<file path="src/tars_pkg.sv">
`timescale 1ns / 1ps
`default_nettype none
// ----------------------------------------------------------------------------
// tars_pkg
// Shared types and constants for the torus adaptive route select block.
// ----------------------------------------------------------------------------
package tars_pkg;

    // Router numbers are 8 bits wide, so the grid holds at most 256 routers.
    localparam int NODE_W   = 8;
    localparam int BUF_W    = 8;
    localparam int PAY_W    = 16;
    localparam int W_W      = 5;
    localparam int THR_W    = 15;
    localparam int REM_W    = 4;
    localparam int OFF_W    = 10;
    localparam int CFG_IDX_W = 1;
    localparam int CFG_DATA_W = 15;
    localparam int PORT_W   = 3;

    localparam logic [W_W-1:0]   GRID_W_RESET = W_W'(4);
    localparam logic [W_W-1:0]   GRID_W_MAX   = W_W'(16);
    localparam logic [W_W-1:0]   GRID_W_MIN   = W_W'(1);
    localparam logic [THR_W-1:0] SPIKE_RESET  = THR_W'(127);
    localparam logic [BUF_W-1:0] BUF_LIMIT    = BUF_W'(5);

    // Configuration register indexes.
    localparam logic [CFG_IDX_W-1:0] CFG_GRID_WIDTH = 1'b0;
    localparam logic [CFG_IDX_W-1:0] CFG_SPIKE_THR  = 1'b1;

    // Output port codes.
    typedef enum logic [PORT_W-1:0] {
        PORT_NORTH = 3'd0,
        PORT_SOUTH = 3'd1,
        PORT_EAST  = 3'd2,
        PORT_WEST  = 3'd3,
        PORT_LOCAL = 3'd4,
        PORT_HOLD  = 3'd5
    } t_port;

    typedef struct packed {
        logic north;
        logic south;
        logic east;
        logic west;
    } t_flags;

    // Header fields that ride along the divider chain untouched.
    typedef struct packed {
        logic [BUF_W-1:0] buffer_count;
        logic [PAY_W-1:0] payload_value;
        t_flags           flags;
        logic             arrive;
    } t_side;

    // Data held in each divider cell.
    typedef struct packed {
        logic [NODE_W-1:0] num_d;
        logic [NODE_W-1:0] num_c;
        logic [NODE_W-1:0] quo_d;
        logic [NODE_W-1:0] quo_c;
        logic [REM_W-1:0]  rem_d;
        logic [REM_W-1:0]  rem_c;
        t_side             side;
    } t_cell_data;

    // Short and long wrap offsets of both axes, two's complement.
    typedef struct packed {
        logic [OFF_W-1:0] sx;
        logic [OFF_W-1:0] lx;
        logic [OFF_W-1:0] sy;
        logic [OFF_W-1:0] ly;
        logic             go_long;
        t_flags           flags;
        logic             arrive;
    } t_offs;

endpackage
`default_nettype wire

</file>
<file path="src/tars_req_if.sv">
`timescale 1ns / 1ps
`default_nettype none
// ----------------------------------------------------------------------------
// tars_req_if
// Header channel: valid, ready and the packet header fields.
// ----------------------------------------------------------------------------
interface tars_req_if;
    import tars_pkg::*;

    logic              valid;
    logic              ready;
    logic [BUF_W-1:0]  buffer_count;
    logic [NODE_W-1:0] dest_router;
    logic [NODE_W-1:0] current_router;
    logic [PAY_W-1:0]  payload_value;
    logic              north_full;
    logic              south_full;
    logic              east_full;
    logic              west_full;

    modport source (
        output valid, buffer_count, dest_router, current_router, payload_value,
               north_full, south_full, east_full, west_full,
        input  ready
    );

    modport sink (
        input  valid, buffer_count, dest_router, current_router, payload_value,
               north_full, south_full, east_full, west_full,
        output ready
    );
endinterface
`default_nettype wire

</file>
<file path="src/tars_rsp_if.sv">
`timescale 1ns / 1ps
`default_nettype none
// ----------------------------------------------------------------------------
// tars_rsp_if
// Result channel: valid, ready and the selected output port.
// ----------------------------------------------------------------------------
interface tars_rsp_if;
    import tars_pkg::*;

    logic              valid;
    logic              ready;
    logic [PORT_W-1:0] out_port;

    modport source (
        output valid, out_port,
        input  ready
    );

    modport sink (
        input  valid, out_port,
        output ready
    );
endinterface
`default_nettype wire

</file>
<file path="src/tars_div_cell.sv">
`timescale 1ns / 1ps
`default_nettype none
// ----------------------------------------------------------------------------
// tars_div_cell
// One restoring division step for both router numbers: consumes the top
// numerator bit, develops one quotient bit and hands the result onward.
// ----------------------------------------------------------------------------
module tars_div_cell (
    input  wire logic                 i_clk,
    input  wire logic                 i_rst_n,
    input  wire logic [tars_pkg::W_W-1:0] i_w,
    input  wire logic                 i_valid,
    output logic                      o_ready,
    input  wire tars_pkg::t_cell_data i_data,
    output logic                      o_valid,
    input  wire logic                 i_ready,
    output tars_pkg::t_cell_data      o_data
);
    import tars_pkg::*;

    logic       r_valid;
    t_cell_data r_data;
    t_cell_data n_data;

    // Trial subtraction of the divisor from the shifted remainder.
    function automatic logic [REM_W:0] div_step(
        input logic [REM_W-1:0] rem,
        input logic             bit_in,
        input logic [W_W-1:0]   w
    );
        logic [REM_W:0] t;
        logic [REM_W:0] diff;
        t    = {rem, bit_in};
        diff = t - w;
        if (t >= w) begin
            div_step = {1'b1, diff[REM_W-1:0]};
        end else begin
            div_step = {1'b0, t[REM_W-1:0]};
        end
    endfunction

    // Next cell contents.
    always_comb begin
        logic [REM_W:0] sd;
        logic [REM_W:0] sc;
        sd = div_step(i_data.rem_d, i_data.num_d[NODE_W-1], i_w);
        sc = div_step(i_data.rem_c, i_data.num_c[NODE_W-1], i_w);
        n_data       = i_data;
        n_data.num_d = {i_data.num_d[NODE_W-2:0], 1'b0};
        n_data.num_c = {i_data.num_c[NODE_W-2:0], 1'b0};
        n_data.quo_d = {i_data.quo_d[NODE_W-2:0], sd[REM_W]};
        n_data.quo_c = {i_data.quo_c[NODE_W-2:0], sc[REM_W]};
        n_data.rem_d = sd[REM_W-1:0];
        n_data.rem_c = sc[REM_W-1:0];
    end

    assign o_ready = !r_valid || i_ready;

    // Stage valid.
    always_ff @(posedge i_clk) begin
        if (!i_rst_n) begin
            r_valid <= 1'b0;
        end else if (o_ready) begin
            r_valid <= i_valid;
        end
    end

    // Stage data, loaded on each transfer in.
    always_ff @(posedge i_clk) begin
        if (o_ready && i_valid) begin
            r_data <= n_data;
        end
    end

    assign o_valid = r_valid;
    assign o_data  = r_data;
endmodule
`default_nettype wire

</file>
<file path="src/tars_offset.sv">
`timescale 1ns / 1ps
`default_nettype none
// ----------------------------------------------------------------------------
// tars_offset
// Forms the short and long wrap offsets of each axis from the row and column
// of both routers, and decides whether the packet may take the long way.
// ----------------------------------------------------------------------------
module tars_offset (
    input  wire logic                     i_clk,
    input  wire logic                     i_rst_n,
    input  wire logic [tars_pkg::W_W-1:0]   i_w,
    input  wire logic [tars_pkg::THR_W-1:0] i_thr,
    input  wire logic                     i_valid,
    output logic                          o_ready,
    input  wire tars_pkg::t_cell_data     i_data,
    output logic                          o_valid,
    input  wire logic                     i_ready,
    output tars_pkg::t_offs               o_offs
);
    import tars_pkg::*;

    logic  r_valid;
    t_offs r_offs;
    t_offs n_offs;

    // Short offset in the upper half, long offset in the lower half.
    function automatic logic [2*OFF_W-1:0] axis_offsets(
        input logic [OFF_W-1:0] d,
        input logic [W_W-1:0]   w
    );
        logic [OFF_W-1:0] a;
        logic [OFF_W-1:0] wa;
        logic [OFF_W-1:0] far;
        logic [OFF_W-1:0] half;
        a    = d[OFF_W-1] ? (~d + OFF_W'(1)) : d;
        half = OFF_W'(w >> 1);
        wa   = OFF_W'(w) - a;
        far  = d[OFF_W-1] ? wa : (~wa + OFF_W'(1));
        if (d == '0) begin
            axis_offsets = {{OFF_W{1'b0}}, OFF_W'(w)};
        end else if (a > half) begin
            axis_offsets = {far, d};
        end else begin
            axis_offsets = {d, far};
        end
    endfunction

    // Axis offsets and the long-route condition.
    always_comb begin
        logic [OFF_W-1:0]   dx;
        logic [OFF_W-1:0]   dy;
        logic [2*OFF_W-1:0] ax;
        logic [2*OFF_W-1:0] ay;
        logic               none_full;
        dx = OFF_W'(i_data.rem_d) - OFF_W'(i_data.rem_c);
        dy = OFF_W'(i_data.quo_d) - OFF_W'(i_data.quo_c);
        ax = axis_offsets(dx, i_w);
        ay = axis_offsets(dy, i_w);
        none_full = !(i_data.side.flags.north || i_data.side.flags.south
                      || i_data.side.flags.east || i_data.side.flags.west);
        n_offs.sx      = ax[2*OFF_W-1:OFF_W];
        n_offs.lx      = ax[OFF_W-1:0];
        n_offs.sy      = ay[2*OFF_W-1:OFF_W];
        n_offs.ly      = ay[OFF_W-1:0];
        n_offs.go_long = (i_data.side.payload_value > {1'b0, i_thr} + {1'b0, i_thr})
                         && (i_data.side.buffer_count < BUF_LIMIT) && none_full;
        n_offs.flags   = i_data.side.flags;
        n_offs.arrive  = i_data.side.arrive;
    end

    assign o_ready = !r_valid || i_ready;

    always_ff @(posedge i_clk) begin
        if (!i_rst_n) begin
            r_valid <= 1'b0;
        end else if (o_ready) begin
            r_valid <= i_valid;
        end
    end

    always_ff @(posedge i_clk) begin
        if (o_ready && i_valid) begin
            r_offs <= n_offs;
        end
    end

    assign o_valid = r_valid;
    assign o_offs  = r_offs;
endmodule
`default_nettype wire

</file>
<file path="src/tars_decide.sv">
`timescale 1ns / 1ps
`default_nettype none
// ----------------------------------------------------------------------------
// tars_decide
// Picks the axis from the chosen offsets and the neighbor-full flags and
// holds the resulting port in the output register.
// ----------------------------------------------------------------------------
module tars_decide (
    input  wire logic           i_clk,
    input  wire logic           i_rst_n,
    input  wire logic           i_valid,
    output logic                o_ready,
    input  wire tars_pkg::t_offs i_offs,
    output logic                o_valid,
    input  wire logic           i_ready,
    output tars_pkg::t_port     o_port
);
    import tars_pkg::*;

    logic  r_valid;
    t_port r_port;
    t_port n_port;

    // Axis choice following the long-route, zero-offset and flag rules.
    always_comb begin
        logic signed [OFF_W-1:0] cx;
        logic signed [OFF_W-1:0] cy;
        logic rules;
        logic vert;
        logic horz;
        logic hold;
        logic hpos;
        logic hneg;
        logic vpos;
        logic vneg;
        logic none_full;
        logic all_full;
        cx    = $signed(i_offs.go_long ? i_offs.lx : i_offs.sx);
        cy    = $signed(i_offs.go_long ? i_offs.ly : i_offs.sy);
        rules = 1'b1;
        vert  = 1'b0;
        horz  = 1'b0;
        hold  = 1'b0;
        hpos  = cx > 0;
        hneg  = cx < 0;
        vpos  = cy > 0;
        vneg  = cy < 0;
        none_full = !(i_offs.flags.north || i_offs.flags.south
                      || i_offs.flags.east || i_offs.flags.west);
        all_full  = i_offs.flags.north && i_offs.flags.south
                    && i_offs.flags.east && i_offs.flags.west;

        // Long, untied: larger cx goes vertical, larger cy horizontal.
        if (i_offs.go_long) begin
            if (cx > cy) begin
                vert  = 1'b1;
                rules = 1'b0;
            end else if (cy > cx) begin
                horz  = 1'b1;
                rules = 1'b0;
            end
        end

        if (cx == 0) begin
            vert = 1'b1;
        end else if (cy == 0) begin
            horz = 1'b1;
        end else if (rules) begin
            if (none_full) begin
                vert = 1'b1;
            end else if (all_full) begin
                hold = 1'b1;
            end else if ((hpos && i_offs.flags.east) || (hneg && i_offs.flags.west)) begin
                vert = 1'b1;
            end else if ((vpos && i_offs.flags.north) || (vneg && i_offs.flags.south)) begin
                horz = 1'b1;
            end else begin
                vert = 1'b1;
            end
        end

        if (i_offs.arrive) begin
            n_port = PORT_LOCAL;
        end else if (hold) begin
            n_port = PORT_HOLD;
        end else if (horz) begin
            n_port = hpos ? PORT_EAST : PORT_WEST;
        end else begin
            n_port = vpos ? PORT_SOUTH : PORT_NORTH;
        end
    end

    assign o_ready = !r_valid || i_ready;

    always_ff @(posedge i_clk) begin
        if (!i_rst_n) begin
            r_valid <= 1'b0;
        end else if (o_ready) begin
            r_valid <= i_valid;
        end
    end

    always_ff @(posedge i_clk) begin
        if (o_ready && i_valid) begin
            r_port <= n_port;
        end
    end

    assign o_valid = r_valid;
    assign o_port  = r_port;
endmodule
`default_nettype wire

</file>
<file path="src/torus_adaptive_route_select_top.sv">
`timescale 1ns / 1ps
`default_nettype none
// Pipeline: 8 divider cells, one offset stage, one decision stage that is also
// the output register; the header is registered through each in turn.
// Throughput: one header per cycle unless o_rsp.ready stalls the chain; the row
// and column division runs one quotient bit per cell down the divider chain.
// Reset clears all stage valids and loads grid width 4 and threshold 127.
// ----------------------------------------------------------------------------
// torus_adaptive_route_select_top
// Adaptive minimal route selection for one router of a square 2D torus.
// ----------------------------------------------------------------------------
module torus_adaptive_route_select_top (
    input  wire logic                             i_clk,
    input  wire logic                             i_rst_n,
    input  wire logic                             i_cfg_we,
    input  wire logic [tars_pkg::CFG_IDX_W-1:0]   i_cfg_idx,
    input  wire logic [tars_pkg::CFG_DATA_W-1:0]  i_cfg_data,
    tars_req_if.sink                              i_req,
    tars_rsp_if.source                            o_rsp
);
    import tars_pkg::*;

    localparam int CELLS = NODE_W;

    logic [W_W-1:0]   r_grid_width;
    logic [THR_W-1:0] r_spike_thr;
    logic [W_W-1:0]   w_eff;

    logic       cell_valid [CELLS+1];
    logic       cell_ready [CELLS+1];
    t_cell_data cell_data  [CELLS+1];

    logic  offs_valid;
    logic  offs_ready;
    t_offs offs;
    t_port port;

    // Configuration registers.
    always_ff @(posedge i_clk) begin
        if (!i_rst_n) begin
            r_grid_width <= GRID_W_RESET;
            r_spike_thr  <= SPIKE_RESET;
        end else if (i_cfg_we) begin
            unique case (i_cfg_idx)
                CFG_GRID_WIDTH: r_grid_width <= i_cfg_data[W_W-1:0];
                CFG_SPIKE_THR:  r_spike_thr  <= i_cfg_data[THR_W-1:0];
                default:        r_spike_thr  <= r_spike_thr;
            endcase
        end
    end

    // Width clamped to the supported range.
    always_comb begin
        if (r_grid_width == '0) begin
            w_eff = GRID_W_MIN;
        end else if (r_grid_width > GRID_W_MAX) begin
            w_eff = GRID_W_MAX;
        end else begin
            w_eff = r_grid_width;
        end
    end

    // Header entering the divider chain.
    always_comb begin
        cell_data[0].num_d  = i_req.dest_router;
        cell_data[0].num_c  = i_req.current_router;
        cell_data[0].quo_d  = '0;
        cell_data[0].quo_c  = '0;
        cell_data[0].rem_d  = '0;
        cell_data[0].rem_c  = '0;
        cell_data[0].side.buffer_count  = i_req.buffer_count;
        cell_data[0].side.payload_value = i_req.payload_value;
        cell_data[0].side.flags.north   = i_req.north_full;
        cell_data[0].side.flags.south   = i_req.south_full;
        cell_data[0].side.flags.east    = i_req.east_full;
        cell_data[0].side.flags.west    = i_req.west_full;
        cell_data[0].side.arrive        = (i_req.dest_router == i_req.current_router);
    end

    assign cell_valid[0] = i_req.valid;
    assign i_req.ready   = cell_ready[0];

    // Divider chain: one quotient bit per cell.
    for (genvar g = 0; g < CELLS; g++) begin : g_cell
        tars_div_cell u_cell (
            .i_clk   (i_clk),
            .i_rst_n (i_rst_n),
            .i_w     (w_eff),
            .i_valid (cell_valid[g]),
            .o_ready (cell_ready[g]),
            .i_data  (cell_data[g]),
            .o_valid (cell_valid[g+1]),
            .i_ready (cell_ready[g+1]),
            .o_data  (cell_data[g+1])
        );
    end

    tars_offset u_offset (
        .i_clk   (i_clk),
        .i_rst_n (i_rst_n),
        .i_w     (w_eff),
        .i_thr   (r_spike_thr),
        .i_valid (cell_valid[CELLS]),
        .o_ready (cell_ready[CELLS]),
        .i_data  (cell_data[CELLS]),
        .o_valid (offs_valid),
        .i_ready (offs_ready),
        .o_offs  (offs)
    );

    tars_decide u_decide (
        .i_clk   (i_clk),
        .i_rst_n (i_rst_n),
        .i_valid (offs_valid),
        .o_ready (offs_ready),
        .i_offs  (offs),
        .o_valid (o_rsp.valid),
        .i_ready (o_rsp.ready),
        .o_port  (port)
    );

    assign o_rsp.out_port = port;
endmodule
`default_nettype wire
</file>
<file path="src/flat_wrapper.sv">
// flat-port wrapper written by rule: the top's interface ports become plain ports
module torus_adaptive_route_select_top_flat import tars_pkg::*;
  (i_clk, i_rst_n, i_cfg_we, i_cfg_idx, i_cfg_data, i_req_valid, i_req_buffer_count, i_req_dest_router, i_req_current_router, i_req_payload_value, i_req_north_full, i_req_south_full, i_req_east_full, i_req_west_full, i_req_ready, o_rsp_valid, o_rsp_out_port, o_rsp_ready);
  tars_req_if i_req_i ();
  tars_rsp_if o_rsp_i ();
  input  wire logic i_clk;
  input  wire logic i_rst_n;
  input  wire logic i_cfg_we;
  input  wire logic [tars_pkg::CFG_IDX_W-1:0] i_cfg_idx;
  input  wire logic [tars_pkg::CFG_DATA_W-1:0] i_cfg_data;
  input wire logic [$bits(i_req_i.valid)-1:0] i_req_valid;
  input wire logic [$bits(i_req_i.buffer_count)-1:0] i_req_buffer_count;
  input wire logic [$bits(i_req_i.dest_router)-1:0] i_req_dest_router;
  input wire logic [$bits(i_req_i.current_router)-1:0] i_req_current_router;
  input wire logic [$bits(i_req_i.payload_value)-1:0] i_req_payload_value;
  input wire logic [$bits(i_req_i.north_full)-1:0] i_req_north_full;
  input wire logic [$bits(i_req_i.south_full)-1:0] i_req_south_full;
  input wire logic [$bits(i_req_i.east_full)-1:0] i_req_east_full;
  input wire logic [$bits(i_req_i.west_full)-1:0] i_req_west_full;
  output wire logic [$bits(i_req_i.ready)-1:0] i_req_ready;
  output wire logic [$bits(o_rsp_i.valid)-1:0] o_rsp_valid;
  output wire logic [$bits(o_rsp_i.out_port)-1:0] o_rsp_out_port;
  input wire logic [$bits(o_rsp_i.ready)-1:0] o_rsp_ready;
  assign i_req_i.valid = i_req_valid;
  assign i_req_i.buffer_count = i_req_buffer_count;
  assign i_req_i.dest_router = i_req_dest_router;
  assign i_req_i.current_router = i_req_current_router;
  assign i_req_i.payload_value = i_req_payload_value;
  assign i_req_i.north_full = i_req_north_full;
  assign i_req_i.south_full = i_req_south_full;
  assign i_req_i.east_full = i_req_east_full;
  assign i_req_i.west_full = i_req_west_full;
  assign i_req_ready = i_req_i.ready;
  assign o_rsp_valid = o_rsp_i.valid;
  assign o_rsp_out_port = o_rsp_i.out_port;
  assign o_rsp_i.ready = o_rsp_ready;
  torus_adaptive_route_select_top u_core (.i_clk(i_clk), .i_rst_n(i_rst_n), .i_cfg_we(i_cfg_we), .i_cfg_idx(i_cfg_idx), .i_cfg_data(i_cfg_data), .i_req(i_req_i), .o_rsp(o_rsp_i));
endmodule
</file>
<file path="config.mk">
export PLATFORM = sky130hd
export DESIGN_NAME = torus_adaptive_route_select_top_flat
export DESIGN_NICKNAME = d
export VERILOG_FILES = /design/src/tars_pkg.sv /design/src/tars_req_if.sv /design/src/tars_rsp_if.sv /design/src/tars_div_cell.sv /design/src/tars_offset.sv /design/src/tars_decide.sv /design/src/torus_adaptive_route_select_top.sv /design/src/flat_wrapper.sv
export SDC_FILE = /design/constraint.sdc
export NUM_CORES = 1
export LEC_CHECK = 0
export BUFFER_PORTS_ARGS = -buffer_cell sky130_fd_sc_hd__buf_2
export CAP_MARGIN = 20
export CORE_ASPECT_RATIO = 1.4
export CORE_MARGIN = 4
export CORE_UTILIZATION = 35
export CTS_CLUSTER_SIZE = 40
export DETAILED_ROUTE_END_ITERATION = 12
export GPL_ROUTABILITY_DRIVEN = 1
export GPL_TIMING_DRIVEN = 0
export RECOVER_POWER = 50
export SLEW_MARGIN = 15
export SYNTH_ARGS = -nofsm -noshare
export SYNTH_HDL_FRONTEND = slang
export SYNTH_HIERARCHICAL = 1
export SYNTH_SLANG_ARGS = --single-unit
</file>
<file path="constraint.sdc">
create_clock -name i_clk -period 11 [get_ports i_clk]
set_input_delay 0.55 -clock i_clk [delete_from_list [all_inputs] [get_ports i_clk]]
set_output_delay 0.55 -clock i_clk [all_outputs]
set_load 0.05 [all_outputs]
</file>
After elaboration in Yosys (flattened, before gate mapping)
Index checks and enable logic that the tools add are counted.
{ "word_totals": {"regBits": 503, "inputBits": 65, "out_inout_bits": 5, "wordCells": 294} }
{ "classes": {"addsub": 25, "n_lt_le_gt_ge": 27, "eq_ne": 1, "n_mux": 50, "bitwise": 5, "reduce_logical": 56} }
{ "ops": {"columns": ["operator", "n"], "rows": [
  ["$mux W5", 20],
  ["$ge A5 B5 Y1", 14],
  ["$logic_not A32 Y1", 2],
  ["$mux W10", 6],
  ["$sub A4 B4 Y4", 14],
  ["$add A10 B1 Y10 const B", 4],
  ["$mux W20", 2],
  ["$not A10 Y10", 4],
  ["$mux W1", 21],
  ["$gt A10 B1 Y1 const B", 2],
  ["$gt A10 B10 Y1", 2],
  ["$gt A10 B4 Y1", 2],
  ["$logic_not A10 Y1", 2],
  ["$lt A10 B1 Y1 const B", 2],
  ["$sub A5 B10 Y10", 2],
  ["$logic_and A1 B1 Y1", 19],
  ["$logic_or A1 B1 Y1", 18],
  ["$add A15 B15 Y16", 1],
  ["$gt A16 B16 Y1", 1],
  ["$logic_not A1 Y1", 11],
  ["$ge A1 B5 Y1", 2],
  ["$sub A8 B8 Y9", 1],
  ["$eq A8 B8 Y1", 1],
  ["$lt A8 B3 Y1 const B", 1],
  ["8 further kinds", 10]
]} }

Logic depth before layout (Yosys ltp)
Gate-level depths: netlist of the first run.
{ "depth": {"ltp_word": 14, "depth_mapped": 22} }

Cells and area by module
The synthesis of the first run kept the hierarchy.
{ "modules_own_cells": {"columns": ["module", "instances", "cells_each", "area_per_inst_um2"], "rows": [
  ["tars_div_cell at u_core.g_cell[0].u_cell ...", 4, 134, 2552.4],
  ["tars_div_cell at u_core.g_cell[4].u_cell ...", 4, 134, 2536.2],
  ["tars_offset", 1, 484, 4404.2],
  ["torus_adaptive_route_select_top", 1, 103, 867.1],
  ["tars_decide", 1, 94, 853.3]
]} }

Worst setup path before layout of the first run
OpenSTA, ideal clock, no wires.
{ "synth_timing": {"kind": "reg-to-reg", "from": "reg u_core.r_grid_width[1]", "to": "reg u_core.u_offset.r_offs (netlist bit u_core/u_offset/o_offs[24]) (data pin)", "setup_time_ns": 0.259, "t_arrival_ns": 4.739, "path_slack_ns": 6.002, "stages_incl_launch_ff": 12, "n_path_buf": 0, "path_cell_list": "dfxtp_1 nor2b_1 ha_1 nor2b_1 o31a_1 o21ai_0 nand2_1 xnor3_1 nor4b_4 and2_4 and3_1 a211o_1"} }
{ "synth_between": {"elab_chain_len": 8, "word_cells_on_any_way": 10, "cone_classes": "add/sub: 2; order compare: 2; mux: 4; bitwise: 1; reduce/logical: 1"} }
{ "synth_lines": {"columns": ["element", "line_no", "rtl"], "rows": [
  ["start, declared", "torus_adaptive_route_select_top.sv:25", "logic [W_W-1:0] r_grid_width;"],
  ["start signal, assigned", "torus_adaptive_route_select_top.sv:45", "CFG_GRID_WIDTH: r_grid_width <= i_cfg_data[W_W-1:0];"],
  ["$gt A5 B5 Y1", "torus_adaptive_route_select_top.sv:56", "end else if (r_grid_width > GRID_W_MAX) begin"],
  ["$mux W5", "torus_adaptive_route_select_top.sv:56", null],
  ["$mux W5 *", "torus_adaptive_route_select_top.sv:54", "if (r_grid_width == '0) begin"],
  ["named net u_core.w_eff[1]", "torus_adaptive_route_select_top.sv:27", "logic [W_W-1:0] w_eff;"],
  ["$sub A5 B10 Y10", "tars_offset.sv:37", "wa = OFF_W'(w) - a;"],
  ["$not A10 Y10", "tars_offset.sv:38", "far = d[OFF_W-1] ? wa : (~wa + OFF_W'(1));"],
  ["$add A10 B1 Y10", "tars_offset.sv:38", null],
  ["$mux W10", "tars_offset.sv:38", null],
  ["$mux W20 *", "tars_offset.sv:41", "end else if (a > half) begin"],
  ["end signal, assigned", "tars_offset.sv:83", "r_offs <= n_offs;"],
  ["end, declared", "tars_offset.sv:23", "t_offs r_offs;"]
]} }
The timed path passes the listed nets; every way through them passes the cells marked *.
A chain may end at the register's enable or synchronous reset.

Worst setup path in the final report of the first run
{ "layout_timing": {"from": "reg u_core.g_cell[7].u_cell.r_data (netlist bit u_core/g_cell[7].u_cell/o_data[37])", "to": "reg u_core.u_offset.r_offs (netlist bit u_core/u_offset/o_offs[23]) (data pin)"} }
{ "layout_between": {"elab_chain_len": 9, "word_cells_on_any_way": 11, "cone_classes": "add/sub: 4; order compare: 1; mux: 3; bitwise: 2; reduce/logical: 1"} }
{ "layout_lines": {"columns": ["element", "line_no", "rtl"], "rows": [
  ["start, declared", "tars_div_cell.sv:22", "t_cell_data r_data;"],
  ["start signal, assigned", "tars_div_cell.sv:71", "r_data <= n_data;"],
  ["$sub A8 B8 Y9 *", "tars_offset.sv:56", "dy = OFF_W'(i_data.quo_d) - OFF_W'(i_data.quo_c);"],
  ["$not A10 Y10", "tars_offset.sv:35", "a = d[OFF_W-1] ? (~d + OFF_W'(1)) : d;"],
  ["$add A10 B1 Y10", "tars_offset.sv:35", null],
  ["$mux W10", "tars_offset.sv:35", null],
  ["$sub A5 B10 Y10", "tars_offset.sv:37", null],
  ["$not A10 Y10", "tars_offset.sv:38", null],
  ["$add A10 B1 Y10", "tars_offset.sv:38", null],
  ["$mux W10", "tars_offset.sv:38", null],
  ["$mux W20", "tars_offset.sv:41", null]
]} }
Every way passes the cells marked *; elsewhere a longest branch is shown, timed or not.

==> results.sh, run 1 <==
export IMPL_drt_wirelength_per_cell_um=15.0
export IMPL_firstDrtPassIters=4
export IMPL_post_route_drc_count=0
export IMPL_ctsHoldBuffers=0
export IMPL_cts_tree="yes"
export IMPL_start_util_pct=35.5
export IMPL_critical_path_max_stage_delay_ps=580
export IMPL_path_max_fanout=10
export IMPL_outcome="finished, violations left"
export IMPL_p_per_area_nw_per_um2=158
export IMPL_cts_reportedPaths_clkPinSlew_ps=70
export IMPL_cts_root_buf="clkbuf_16"
export IMPL_row_count=110
export IMPL_drive_above_1_share_pct=13.4
export IMPL_period_share_pct=53.8
export IMPL_grt_overflow=0
export IMPL_crit_cells=20
export IMPL_gp_congestion=0.842
export IMPL_synth_area_per_cell_sq_um=14.2
export IMPL_skew_ps=26.8
export IMPL_required_ps=11410
export IMPL_antenna_cells=0
export IMPL_fin_nets=1989
export IMPL_worstSetupStartpointType="flop"
export IMPL_arrival_ps=6330
export IMPL_maxSlewHeadroom_pct=-27.0
export IMPL_leakagePower_nw=9.64
export IMPL_finalSetupViolations=0
export IMPL_worstPathCellList="ha_1, fa_1, nand2b_1, a211oi_1, nor2b_2, o21ai_1, clkbuf_1, nor2_1, xnor2_1, inv_1, ha_1, a21o_1, a21oi_1, o21ai_0, a21boi_0, and2_1, a211oi_1, xnor2_1, o21ai_0, o311ai_1"
export IMPL_cts_sinks=503
export IMPL_rsz0062_at_grt="no"
export IMPL_worst_hold_slack_ps=121
export IMPL_yosysWarningCount=6
export IMPL_die_w_um=224
export IMPL_cpLargestDelayFamily="compound AO/OA/AOI/OAI gates"
export IMPL_drt_iter0_drc=492
export IMPL_fillers=5903
export IMPL_cts_buffers=49
export IMPL_tightest_slew_ps=1910
export IMPL_maxCapViolCount=2
export IMPL_ir_worst_vdd_mv=0.122
export IMPL_syn_to_final_growth_pct=14.5
export IMPL_die_area_sq_um=69800
export IMPL_ctsResizeCount=0
export IMPL_hold_depth=1
export IMPL_min_delay_path_class="in2reg"
export IMPL_ant_nets=0
export IMPL_final_hold_viol_count=0
export IMPL_fin_setup_tns_ps=0
export IMPL_io_pins=70
export IMPL_viasPerCell=4.78
export IMPL_die_height_um=311
export IMPL_synthCells=1617
export IMPL_dp_hpwl_um=29600
export IMPL_clk_path_buf_depth=3
export IMPL_period_needed_ps=5920
export IMPL_violations="max-capacitance violations, max-slew violations"
export IMPL_grt_pass1_wl_um=64500
export IMPL_finalMaxSlewViolations=77
export IMPL_coreArea_sq_um=64700
export IMPL_first_global_vias=12951
export IMPL_io_buffers=69
export IMPL_htreeDepth=2
export IMPL_vias=12644
export IMPL_drt_wl_total_um=39500
export IMPL_grt_use_total_pct=11.3
export IMPL_path_buf_inv=2
export IMPL_ff2ff_setup_slack_ps=5080
export IMPL_end_kind="flop"
export IMPL_clk_latency_ps=600
export IMPL_max_freq_ghz=0.169
export IMPL_grt_max_degree=39
export IMPL_r2r_cells=20
export IMPL_path_class="reg2reg"
export IMPL_antenna_found_initial=0
export IMPL_post_cts_setup_buffers=0
export IMPL_cp_slowest_cell="a21boi_0"
export IMPL_synthesis_area_sq_um=23000
## worst reg2reg max path: stages (launching register included)
cell      delay [ps]
edfxtp_1         370
ha_1             250
fa_1             430
nand2b_1         200
a211oi_1         350
nor2b_2          120
o21ai_1          430
clkbuf_1         450
nor2_1           110
xnor2_1          230
inv_1             70
ha_1             340
a21o_1           140
a21oi_1           80
o21ai_0          560
a21boi_0         580
and2_1           220
a211oi_1          50
xnor2_1          320
o21ai_0          170
o311ai_1         250
## where the power goes
| group | switching (mW) | internal, mW | leakage [nW] | total (mW) |
|---|---|---|---|---|
| clock network | 0.716 | 0.942 | 0.774 | 1.66 |
| registers | 0.0147 | 2.13 | 4.57 | 2.15 |
| logic | 0.203 | 0.154 | 4.30 | 0.356 |
| total | 0.934 | 3.23 | 9.64 | 4.16 |
## cell usage in the layout, fill, tap and decap left out, drive strengths merged, types with 20 or more instances in the layout
cell	n
a21oi	105
buf	70
clkbuf	94
dfxtp	30
edfxtp	473
fa	20
ha	139
inv	154
mux2	20
mux2i	41
nand2	91
nand2b	29
nand3	29
nor2	67
nor2b	45
nor3	29
o21ai	59
xnor2	41
xor2	20
## through the flow
| stage | util [%] | area, sq um | std cells | setup slack [ps] | power (mW) |
|---|---|---|---|---|---|
| 5_1_grt | 40.6 | 26300 | 2644 | 4630 | 4.35 |
| 2_1_floorplan | - | 23000 | 1631 | 6000 | 2.45 |
| 4_1_cts | 40.7 | 26400 | 2644 | 5130 | 4.22 |
| 3_5_place_dp | 38.2 | 24700 | 2554 | 5180 | 2.55 |
| 6_report | 40.6 | 26300 | 2644 | 5080 | 4.16 |
| 3_3_place_gp | 37.7 | 24400 | 2540 | 3980 | 2.52 |
## final timing paths
kind	end	start
worst min register to register	u_core/g_cell[7].u_cell/o_data[49]$_DFFE_PP_	u_core/g_cell[6].u_cell/o_data[48]$_DFFE_PP_
worst min-delay path	u_core/g_cell[0].u_cell/o_data[11]$_DFFE_PP_	i_req_payload_value[6]
worst max register to register	u_core/u_offset/o_offs[23]$_SDFFCE_PP0P_	u_core/g_cell[7].u_cell/o_data[37]$_DFFE_PP_
worst max-delay path	u_core/u_offset/o_offs[23]$_SDFFCE_PP0P_	u_core/g_cell[7].u_cell/o_data[37]$_DFFE_PP_
## layer usage
| layer | GRT usage, % | routed length, um | up-vias | share of wire (%) |
|---|---|---|---|---|
| met2 | 21.4 | 21800 | 227 | 55 |
| met5 | 0 | 0 | - | 0 |
| met3 | 1.84 | 1360 | 104 | 3.4 |
| li1 | - | - | 6293 | - |
| met1 | 11.9 | 14700 | 6020 | 37 |
| met4 | 5.50 | 1690 | 0 | 4.3 |
## flip-flops by register name, indices dropped and copies added, names as in the netlist
name,cells
u_core/g_cell.u_cell/o_valid,8
u_core/u_offset/o_offs,46
u_core/u_offset/o_valid,1
u_core/r_spike_thr,15
u_core/u_decide/o_port,3
u_core/r_grid_width,5
u_core/g_cell.u_cell/o_data,424
u_core/u_decide/o_valid,1
## cell type report
class	instances	area [sq um]	share of cell area, %
Buffer	21	125	0.476
Clock buffer	60	1330	5.05
Clock inverter	30	305	1.16
Inverter	150	563	2.14
Multi-Input combinational cell	957	7550	28.7
Sequential cell	503	14800	56.3
Tap cell	840	1050	4.00
Timing Repair Buffer	83	561	2.13
(Power assumes the default switching activity.)
==> inputs of run 2 (changes only) <==
- ABC_AREA: not set -> 1
- clock period: 11 -> 5.5 ns (I/O delays scaled with it)
==> run 2 against run 1 <==
Against the previous run: the run still ends with max-capacitance violations, max-slew violations left; hold slack got worse by 39 ps; combinational power increased to 2.8 times the previous value; sequential share of layout area decreased by 3.6 points; sequential cell count unchanged; count of clock-buffer cells in the layout decreased by 6; register-to-register slack got worse by 3900 ps; clock power increased by 110%; non-clock buffer count increased by 60; clock skew decreased by 12 ps; sequential power increased by 100%; power increased by 110%; via count increased by 15%; largest cell class unchanged.
==> results.sh, run 2 <==
export IMPL_htreeDepth=2
export IMPL_required_ps=5840
export IMPL_fin_ws_ps=1140
export IMPL_dp_hpwl_um=32000
export IMPL_post_route_drc_count=0
export IMPL_synthesis_area_sq_um=23700
export IMPL_drt_iter0_drc=741
export IMPL_post_cts_setup_buffers=0
export IMPL_violations="max-capacitance violations, max-slew violations"
export IMPL_final_area_sq_um=28100
export IMPL_syn_to_final_growth_pct=18.3
export IMPL_clk_latency_ps=590
export IMPL_final_common_cell="nand2_1"
export IMPL_seq_power_share_pct=49.3
export IMPL_cts_tree="yes"
export IMPL_skew_ps=14.7
export IMPL_fin_nets=2485
export IMPL_fin_cells=3154
export IMPL_ctsHoldBuffers=59
export IMPL_first_global_vias=14851
export IMPL_grt_overflow=0
export IMPL_start_util_pct=35.5
export IMPL_max_freq_ghz=0.229
export IMPL_synth_area_per_cell_sq_um=11.6
export IMPL_fillers=6151
export IMPL_post_place_ws_ps=1140
export IMPL_grt_max_degree=29
export IMPL_path_class="reg2reg"
export IMPL_crit_top_cell="nand2_1"
export IMPL_gp_congestion=0.838
export IMPL_end_kind="flop"
export IMPL_fin_setup_tns_ps=0
export IMPL_outcome="finished, violations left"
export IMPL_antenna_found_initial=0
export IMPL_min_delay_path_class="in2reg"
export IMPL_p_per_area_nw_per_um2=316
export IMPL_synthCells=2044
export IMPL_ff2ff_setup_slack_ps=1140
export IMPL_ant_nets=0
export IMPL_power_share_clock_pct=39.4
export IMPL_grt_pass1_wl_um=70000
export IMPL_cts_sinks=503
export IMPL_maxSlewHeadroom_pct=-11.8
export IMPL_report_power_total_mw=8.88
export IMPL_antenna_cells=0
export IMPL_swShare_pct=23.5
export IMPL_drt_wirelength_per_cell_um=13.6
export IMPL_intPower_mw=6.79
export IMPL_ctsResizeCount=0
export IMPL_clk_path_buf_depth=3
export IMPL_place_inst=3006
export IMPL_final_hold_viol_count=0
export IMPL_io_pins=70
export IMPL_critical_path_max_stage_delay_ps=400
export IMPL_worstSetupStartpointType="flop"
export IMPL_ir_worst_vdd_mv=0.284
export IMPL_period_needed_ps=4360
export IMPL_post_route_util_pct=41.9
export IMPL_firstDrtPassIters=5
export IMPL_die_height_um=316
export IMPL_die_w_um=228
export IMPL_finalMaxSlewViolations=37
export IMPL_multi_input_area_sq_um=7650
export IMPL_rsz0062_at_grt="no"
export IMPL_tightest_slew_ps=1680
export IMPL_drive_above_1_share_pct=13.9
export IMPL_cp_slowest_cell="fa_1"
export IMPL_coreArea_sq_um=67000
export IMPL_period_share_pct=79.3
export IMPL_cts_root_buf="clkbuf_16"
export IMPL_seqCellArea_sq_um=14800
export IMPL_cts_reportedPaths_clkPinSlew_ps=60
export IMPL_switchingPower_mw=2.09
export IMPL_viasPerCell=4.60
export IMPL_vias=14493
export IMPL_drt_wl_total_um=42700
export IMPL_maxCapViolCount=2
export IMPL_largest_reg_flops=424
export IMPL_grt_use_total_pct=11.7
export IMPL_comb_power_share_pct=11.3
export IMPL_io_buffers=69
export IMPL_row_count=112
export IMPL_leakagePower_nw=11.7
export IMPL_finalSetupViolations=0
export IMPL_cts_buffers=48
export IMPL_arrival_ps=4700
export IMPL_path_max_fanout=10
export IMPL_worst_hold_slack_ps=82.3
export IMPL_die_area_sq_um=72100
export IMPL_yosysWarningCount=6
export IMPL_dpl_cell_area_sq_um=25900
export IMPL_final_cell_mix="nand2_1, edfxtp_1, inv_1, ha_1, nand3_1"
==> run 2: routing by layer <==
metal	global-route usage (%)	vias to the layer above	share of wire, %
li1	-	7331	-
met1	12.0	6813	38
met2	23.1	238	55
met3	1.99	111	3.5
met4	5.33	0	4.3
met5	0	-	0
==> run 2: worst max-delay path, delay by kind of cell (launching register included) <==
family / cells / cell delay (ps)
compound gates: 3 / 460
fa+ha+maj: 3 / 990
xor+xnor: 1 / 210
flops: 1 / 370
simple gates: 17 / 1280
buf+inv: 6 / 800
==> run 2: final cells by class <==
class                   instances  share of cell area, %
plain buffers                  12                  0.370
clock buffers                  54                   4.43
clock inverters                34                   1.69
inverters                     353                   4.75
multi-input cells            1191                   27.2
flip-flops and latches        503                   52.7
well taps                     855                   3.81
repair buffers                152                   5.01
==> run 2: final timing paths <==
check | start | endpoint | cells after the start
max reg2reg | u_core/g_cell[7].u_cell/o_data[37]$_DFFE_PP_ | u_core/u_offset/o_offs[24]$_SDFFCE_PP0P_ | 30
min reg2reg | u_core/g_cell[1].u_cell/o_data[27]$_DFFE_PP_ | u_core/g_cell[2].u_cell/o_data[27]$_DFFE_PP_ | 0
min | i_req_dest_router[7] | u_core/g_cell[0].u_cell/o_data[33]$_DFFE_PP_ | 3
max | u_core/g_cell[7].u_cell/o_data[37]$_DFFE_PP_ | u_core/u_offset/o_offs[24]$_SDFFCE_PP0P_ | 30
==> run 2: power groups by stage <==
| stage | logic (mW) | registers (mW) | clock network (mW) |
|---|---|---|---|
| 6_report | 1.01 | 4.37 | 3.50 |
| 5_1_grt | 1.13 | 4.38 | 3.77 |
| 4_1_cts | 1.01 | 4.38 | 3.61 |
| 3_5_place_dp | 0.970 | 4.46 | 0 |
| 3_3_place_gp | 0.891 | 4.46 | 0 |
| 2_1_floorplan | 0.707 | 4.44 | 0 |
